## src/rtl/paged_frame_allocator_unit_assert.svh

```systemverilog
// Assertion macros shared by the frame allocator RTL.
// Each macro expects signals named clk and rst in the including module.
`ifndef PAGED_FRAME_ALLOCATOR_UNIT_ASSERT_SVH
`define PAGED_FRAME_ALLOCATOR_UNIT_ASSERT_SVH

// A property that must hold at every clock edge outside reset.
`define PFA_ASSERT(label, prop, msg) \
  label: assert property (@(posedge clk) disable iff (rst) (prop)) \
    else $error(msg);

// A condition that must be followed by another one in the next cycle.
`define PFA_ASSERT_NEXT(label, cond, nxt, msg) \
  label: assert property (@(posedge clk) disable iff (rst) (cond) |=> (nxt)) \
    else $error(msg);

`endif

```

## src/rtl/pfa_pkg.sv

```systemverilog
// Package for the paged frame allocator: sizes, codes and shared structs.
// No dependencies; every other RTL file but the assertion header imports it.
`timescale 1ns / 1ps
`default_nettype none

package pfa_pkg;

  localparam int FRAMES    = 16;
  localparam int PAGE_SIZE = 32;

  localparam int FRAME_W = $clog2(FRAMES);
  localparam int CNT_W   = $clog2(FRAMES + 1);
  localparam int REQ_W   = 16;
  localparam int PAGES_W = $clog2((2 ** REQ_W - 1) / PAGE_SIZE + 2);
  localparam int CMP_W   = (PAGES_W > CNT_W) ? PAGES_W : CNT_W;
  localparam int ID_W    = 8;
  localparam int NEXT_W  = 9;
  localparam int STAT_W  = 2;
  localparam int FIELD_W = 5;

  localparam logic OP_ALLOC = 1'b0;
  localparam logic OP_FREE  = 1'b1;

  localparam logic [STAT_W-1:0] ST_OK        = 2'd0;
  localparam logic [STAT_W-1:0] ST_NO_MEM    = 2'd1;
  localparam logic [STAT_W-1:0] ST_NOT_FOUND = 2'd2;
  localparam logic [STAT_W-1:0] ST_NO_ID     = 2'd3;

  typedef struct packed {
    logic               en;
    logic [FRAME_W-1:0] idx;
    logic [ID_W-1:0]    owner;
  } pfa_wr_t;

  typedef struct packed {
    logic [STAT_W-1:0]  status;
    logic [ID_W-1:0]    owner_id;
    logic [FIELD_W-1:0] page_count;
    logic [FIELD_W-1:0] lost_units;
    logic [FIELD_W-1:0] free_frames;
  } pfa_rsp_t;

endpackage

`default_nettype wire

```

## src/rtl/pfa_frame_table.sv

```systemverilog
// Frame ownership table: one owner id per frame, zero meaning free.
// Depends on pfa_pkg; one read port at the scan index, one write port.
`timescale 1ns / 1ps
`default_nettype none

module pfa_frame_table import pfa_pkg::*; (
  input  logic               clk,
  input  logic               rst,
  input  logic [FRAME_W-1:0] rd_idx,
  output logic [ID_W-1:0]    rd_owner,
  input  pfa_wr_t            wr
);

  logic [ID_W-1:0] owner [FRAMES];

  always_ff @(posedge clk) begin
    if (rst) begin
      for (int i = 0; i < FRAMES; i++) begin
        owner[i] <= '0;
      end
    end else if (wr.en) begin
      owner[wr.idx] <= wr.owner;
    end
  end

  assign rd_owner = owner[rd_idx];

endmodule

`default_nettype wire

```

## config.mk

```make
export PLATFORM = sky130hd
export DESIGN_NAME = pfa_frame_table
export DESIGN_NICKNAME = d
export VERILOG_FILES = /design/src/rtl/paged_frame_allocator_unit_assert.svh /design/src/rtl/pfa_pkg.sv /design/src/rtl/pfa_frame_table.sv
export SDC_FILE = /design/constraint.sdc
export NUM_CORES = 1
export LEC_CHECK = 0
export BUFFER_PORTS_ARGS = -buffer_cell sky130_fd_sc_hd__buf_2
export CAP_MARGIN = 30
export CORE_MARGIN = 8
export CORE_UTILIZATION = 50
export DETAILED_ROUTE_END_ITERATION = 16
export PLACE_DENSITY = 0.78
export SYNTH_ARGS = -nofsm -noshare
export SYNTH_HDL_FRONTEND = slang
export SYNTH_SLANG_ARGS = --single-unit
export TNS_END_PERCENT = 5
```

## constraint.sdc

```tcl
create_clock -name clk -period 5 [get_ports clk]
set_clock_uncertainty 0.15 [all_clocks]
set_input_delay 0.5 -clock clk [delete_from_list [all_inputs] [get_ports clk]]
set_output_delay 0.5 -clock clk [all_outputs]
set_load 0.05 [all_outputs]
```

# ---- Yosys cells after proc, flatten, opt, wreduce, memory -nomap -nowiden
# Memories as Yosys holds them, arrays and structs flattened.
# Index checks and enable logic that the tools add are counted.
dict set report totals {
  out_inout_bits 8
  inputBits 19
  word_cells 10
  n_memories 1
  reg_bits 0
  mem_bits_rw 128
}
dict set report classes {
  reduce_logical 1
  muxes 8
}
# name depth width read_ports rd_clocked_by_memory_dff wr line_no
set memory_table {}
lappend memory_table {owner 16 8 1 0 16 pfa_frame_table.sv:14} ;# logic [ID_W-1:0] owner [FRAMES];
# operator n
set ops {}
lappend ops {{two-way mux 8 bit} 1}
lappend ops {{OR reduction 8 bit} 1}
lappend ops {{two-way mux 1 bit} 6}
lappend ops {{two-way mux 4 bit} 1}

# ---- Longest topological paths before layout
# Gate-level depths: netlist (run 1).
dict set report logic_depth {
  word_depth 5
  ltp_mapped 5
}

# ---- Worst setup path after synthesis (run 1)
# Ideal clock, no wire load.
dict set report synth_timing {
  kind {input to output}
  start {input port rd_idx[0]}
  end {output port rd_owner[5]}
  arrival_time_ns 1.910
  cell_stages 5
  t_required_ns 4.350
  setup_slack_ns 2.440
  path_cell_list {buf_2 -> buf_2 -> mux4_2 -> a22oi_1 -> nand2_1}
}
dict set report synth_via {
  elab_chain_len 1
}
# item line_no
set synth_lines {}
lappend synth_lines {{from (decl)} pfa_frame_table.sv:9} ;# input logic [FRAME_W-1:0] rd_idx,
lappend synth_lines {{memory read (16 x 8 bit)} --}
lappend synth_lines {{to (decl)} pfa_frame_table.sv:10} ;# output logic [ID_W-1:0] rd_owner,
# No other way between the ends.

# ---- Worst setup path after layout (run 1)
dict set report layout_timing {
  start {input port rd_idx[0]}
  end {output port rd_owner[7]}
}
# The elaborated chain is that of the path after synthesis.

==> results of run 1 <==
## critical path, delay by kind of cell
kind,cells,cell delay (ns)
muxes,1,0.52
and+or+nand+nor,1,0.16
buffers and inverters,3,0.86
AOI/OAI and AO/OA,1,0.21
## cell families after synthesis
kind of cell / count (synthesis)
DFF: 128
buffers and inverters: 20
muxes: 32
and+or+nand+nor: 179
AOI/OAI and AO/OA: 16
## Yosys cell counts, drive strengths merged
cell type	count
nand4b	1
buf	8
nand4bb	2
or2	16
nor2b	2
nand2	9
nor3	4
mux4	32
edfxtp	128
nand2b	2
nor2	13
or4b	1
clkbuf	12
and2	129
a22oi	16
## cell usage in the layout (no fill, tap or decap)
master / Yosys / routed
and2_1: 129 / 129
edfxtp_1: 128 / 128
mux4_2: 32 / 32
buf_2: 2 / 26
clkbuf_16: 0 / 17
a22oi_1: 16 / 16
or2_2: 16 / 16
nor2_1: 10 / 10
nand2_1: 9 / 9
clkinv_1: 0 / 5
nor2_2: 3 / 3
nor3_1: 3 / 3
clkinv_2: 0 / 3
bufinv_16: 0 / 3
nor2b_1: 2 / 2
nand2b_1: 2 / 2
nand4bb_1: 2 / 2
clkinvlp_4: 0 / 2
or4b_4: 1 / 1
nand4b_1: 1 / 1
nor3_2: 1 / 1
clkbuf_1: 12 / 1
clkinv_4: 0 / 1
buf_12: 0 / 1
## how the worst max path moves through the flow
stage	startpoint	to	slack (ns)	cells after the start
4_1_cts	rd_idx[0]	rd_owner[6]	2.05	6
5_1_grt	rd_idx[0]	rd_owner[5]	1.91	6
3_5_place_dp	rd_idx[0]	rd_owner[6]	2.06	6
3_3_place_gp	rd_idx[0]	rd_owner[6]	1.73	5
2_1_floorplan	rd_idx[0]	rd_owner[5]	2.44	5
6_report	rd_idx[0]	rd_owner[7]	2.07	6
## stage by stage
stage,total power (W),instances
2_1_floorplan,0.00142,375
3_3_place_gp,0.00148,524
3_5_place_dp,0.00149,525
4_1_cts,0.00268,557
5_1_grt,0.00274,557
6_report,0.00267,557
## power by group through the flow
stage	combinational, W	sequential (W)	clock, W
after global placement	0.000203	0.00128	0
after global routing	0.000222	0.00127	0.00126
final	0.000208	0.00126	0.00120
after CTS	0.000209	0.00126	0.00121
after detailed placement	0.000208	0.00128	0
after floorplan	0.000146	0.00127	0
## routing by layer
metal	share of wire [%]	vias to the layer above	track usage, %	wire length [um]
li1	-	1443	-	-
met1	43	1688	22.1	5330
met2	48	145	25.3	5960
met3	8.6	14	6.17	1070
met4	1.3	0	5.81	162
met5	0	-	0	0
## area by class of cell
class                           instances  area, um^2  area share [%]
Timing Repair Buffer                   27         150            2.25
Tap cell                              143         179            2.68
Clock buffer                           18         429            6.42
Clock inverter                         14         148            2.21
Sequential cell                       128        3840            57.5
Multi-Input combinational cell        227        1930            28.9
==> impl_metrics.yaml, run 1 <==
clock_network:
  cts_max_level: 4
  cts.clk_slew.worst_paths_ns: 0.05
  cts_inserted_buffers: 17
  cts_resized: 0
  clockBufferDepth: 2
  ctsHoldBuffers: 0
  postCtsSetupRepairBufs: 0
  cts_tree: "yes"
  clock-sinks: 128
  cts_root_buf: "clkbuf_16"
placement:
  place_congestion: 0.761
  numPortBuffers: 26
  dpl_worst_slack_ns: 2.06
  dpl-instance-area_um2: 6110
  place_hpwl_um: 8000
logic_synthesis:
  syn_avg_cell_area_um2: 15.6
  synth_area_leader_cell: "edfxtp_1"
  ys_seq_elements: 128
  ys_seq_area_share_pct: 65.6
  synth_cell_types: 19
  yosys_warnings: 0
  synth_area_leaders: "edfxtp_1 66%, and2_1 14%, mux4_2 12%"
  syn_nets: 394
  yosys.area.top_type_share_pct: 65.6
  synthAdderAreaFrac_pct: 0
  synth_top_family_by_area: "simple AND/OR/NAND/NOR gates"
  syn-cell-area_um2: 5860
  yosys.area_share.simple_pct: 18.6
  synth_compound_area_share_pct: 2.05
  synth_xor_xnor_area_share_pct: 0
  synth.mux.area_fraction_pct: 12.3
  synthCells: 375
setup_path:
  critPathMaxStageDelay_ns: 0.52
  cpMostUsedCell: "buf_2"
  cp-end-kind: "output port"
  crit_path_max_fanout: 22
  criticalPathCategory: "input port to output port"
  crit_chain: "buf_2 > buf_12 > mux4_2 > a22oi_1 > nand2_1 > buf_2"
  required_ns: 4.35
  critical_path.slowest_cell: "mux4_2"
  crit_path_start_kind: "input port"
  crit_arrival_ns: 2.28
detailed_routing:
  initialDrtViolationCount: 375
  wl_um: 12500
  detailroute.via_count: 3290
  routed_via_density: 5.91
  dr.pass1.iters: 5
  drcViolationCount: 0
  ant_nets: 0
  routedWlPerCell_um: 22.5
final_layout:
  antenna_cells: 0
  drive_gt1_share_pct: 25.6
  largest_reg_flops: 128
  largest_registers: "owner x128"
  top_register: "owner"
  fillers: 874
  synthToLayoutAreaGrowth_pct: 14.0
  utilization_pct: 58.5
  design_area_um2: 6680
  nets: 420
floorplanning:
  die_h_um: 124
  rows: 39
  initial_utilization_pct: 51.3
  die_w_um: 124
  dieArea_um2: 15400
  core-area_um2: 11400
  ios: 27
sta:
  hold_viol: 0
  setup_viol: 0
  setup-tns-final_ns: 0
  slew_viol_final: 0
  whs_ns: 0.474
  rsz0062_at_grt: "false"
  slew_headroom_pct: 31.7
  setup_ws_ns: 2.07
  worst_pin_slew_ns: 1.02
  fmax_ghz: 0.341
  timing.final.crit_share_pct: 58.6
  layout_min_cycle_time_ns: 2.93
pwr:
  p_leak_nw: 2.37
  clockPowerShare_pct: 45.0
  p_per_area_nw_per_um2: 399
  netSwitchingPower_w: 0.000581
  p_int_w: 0.00209
  seqPwrFrac_pct: 47.3
  switching_share_pct: 21.8
  comb_power_share_pct: 7.8
  vdd_drop_max_mv: 0.204
grt:
  antenna_found_initial: 0
  grtUsageTotal_pct: 16.9
  first_global_vias: 3380
  grt_remaining_overflow: 0
  grt_pass1_wl_um: 19700
  grt_max_degree: 33
status:
  status: "finished clean"
worst_hold_path:
  min_path_type: "input port to flop"
  hold_end: "owner[15][6]"
  whs_path_depth: 2
  hp-start: "wr[6]"
flow_run:
  maxCapViolations: 0
Note: power is estimated with default switching activity, not from simulation.
==> run 2, diff against run 1 <==
clock period = 2.7 ns   (was 5 ns; I/O delays follow)
==> run 2 against run 1 <==
  * Setup slack worse by 1.7 ns
  * Design area rose by 2.9%
  * Cell count increased by 2.2%
  * Via count up 1.5%
  * First-iteration DRC count fell by 4.3%
  * Non-clock buffer count rose by 12
  * Clock power grew 110%
  * Critical endpoint unchanged
  * Highest routed layer unchanged
==> impl_metrics.yaml, run 2 (synthesized netlist as in run 1, its figures left out) <==
detailed_routing:
  initialDrtViolationCount: 359
  detailroute.via_count: 3338
  dr.pass1.iters: 5
  routed_via_density: 5.87
  routedWlPerCell_um: 22.3
  drcViolationCount: 0
  ant_nets: 0
  wl_um: 12700
sta:
  timing.final.crit_share_pct: 85.5
  slew_headroom_pct: 54.1
  setup_viol: 0
  hold_viol: 0
  layout_min_cycle_time_ns: 2.31
  rsz0062_at_grt: "false"
  fmax_ghz: 0.433
  worst_pin_slew_ns: 0.687
  setup-tns-final_ns: 0
  slew_viol_final: 0
setup_path:
  crit_chain: "buf_2 > buf_12 > mux4_2 > a22oi_1 > nand2_1 > buf_2"
  criticalPathCategory: "input port to output port"
  cpMostUsedCell: "buf_2"
  crit_arrival_ns: 1.89
  crit_path_max_fanout: 28
  cp_num_cells: 6
  cp-end-kind: "output port"
  crit_path_start_kind: "input port"
  path_delay_family: "buffers and inverters"
  required_ns: 2.28
  crit_buf_inv: 3
  critical_path.slowest_cell: "mux4_2"
  critPathMaxStageDelay_ns: 0.56
flow_run:
  maxCapViolations: 0
floorplanning:
  dieArea_um2: 15400
  die_w_um: 124
  die_h_um: 124
  core-area_um2: 11400
  ios: 27
  initial_utilization_pct: 51.3
  rows: 39
worst_hold_path:
  whs_path_depth: 2
  min_path_type: "input port to flop"
grt:
  grt_max_degree: 29
  grtUsageTotal_pct: 16.5
  grt_remaining_overflow: 0
  grt_pass1_wl_um: 19300
  antenna_found_initial: 0
  first_global_vias: 3443
clock_network:
  ctsHoldBuffers: 0
  cts_max_level: 4
  cts_inserted_buffers: 17
  cts_root_buf: "clkbuf_16"
  postCtsSetupRepairBufs: 0
  cts.clk_slew.worst_paths_ns: 0.05
  clock-sinks: 128
  cts_resized: 0
  cts_tree: "yes"
  clockBufferDepth: 2
pwr:
  vdd_drop_max_mv: 0.398
  p_per_area_nw_per_um2: 770
  p_leak_nw: 2.47
placement:
  place_congestion: 0.785
  numPortBuffers: 26
  post-place-cells: 537
  place_hpwl_um: 8350
final_layout:
  utilization_pct: 60.2
  stdcell_count: 569
  nets: 432
  largest_registers: "owner x128"
  most-common-layout-cells: "129 x and2_1, 128 x edfxtp_1, 32 x mux4_2"
  synthToLayoutAreaGrowth_pct: 17.3
  fillers: 826
  antenna_cells: 0
  multi_input_area_um2: 1930
  layout_commonest_cell: "and2_1"
  drive_gt1_share_pct: 28.4
  largest_reg_flops: 128
  top_register: "owner"
  layout.area.seq_um2: 3840
status:
  status: "finished clean"
run 2: cell count changes in the layout (fill, tap and decap cells not counted), sizes merged:
| cell | before | now |
|---|---|---|
| clkinv | 9 | 3 |
| bufinv | 3 | 6 |
| clkbuf | 18 | 19 |
| buf | 27 | 39 |
| inv | 0 | 2 |
run 2: worst paths after layout:
check | start | to | slack [ns]
hold / removal | wr[7] | owner[1][7] | 0.24
setup / recovery | rd_idx[0] | rd_owner[7] | 0.39
run 2: layer usage:
metal | up-vias | GRT usage (%) | part of all wire (%)
li1 | 1476 | - | -
met1 | 1700 | 21.2 | 43
met2 | 149 | 25.8 | 49
met3 | 13 | 4.64 | 6.4
met4 | 0 | 6.59 | 1.9
met5 | - | 0 | 0
run 2: power by group:
group          internal [W]  switching [W]
combinational      0.000144       0.000247
clock               0.00174       0.000832
sequential          0.00230      0.0000367
total               0.00418        0.00112
run 2: cell type report:
type,instances,share of cell area (%)
Clock inverter,13,3.40
Sequential cell,128,55.9
Multi-Input combinational cell,227,28.1
Timing Repair Buffer,39,3.68
Clock buffer,19,6.30
Tap cell,143,2.60
run 2: stage by stage:
step / hold WS, ns / instance area [um^2] / total power (W) / setup WS (ns)
6_report: 0.239 / 6880 / 0.00529 / 0.392
4_1_cts: 0.234 / 6880 / 0.00530 / 0.369
5_1_grt: 0.244 / 6880 / 0.00541 / 0.291
3_5_place_dp: 0.656 / 6210 / 0.00277 / 0.390
3_3_place_gp: 0.634 / 6210 / 0.00275 / 0.393
2_1_floorplan: 0.318 / 5860 / 0.00262 / 0.600
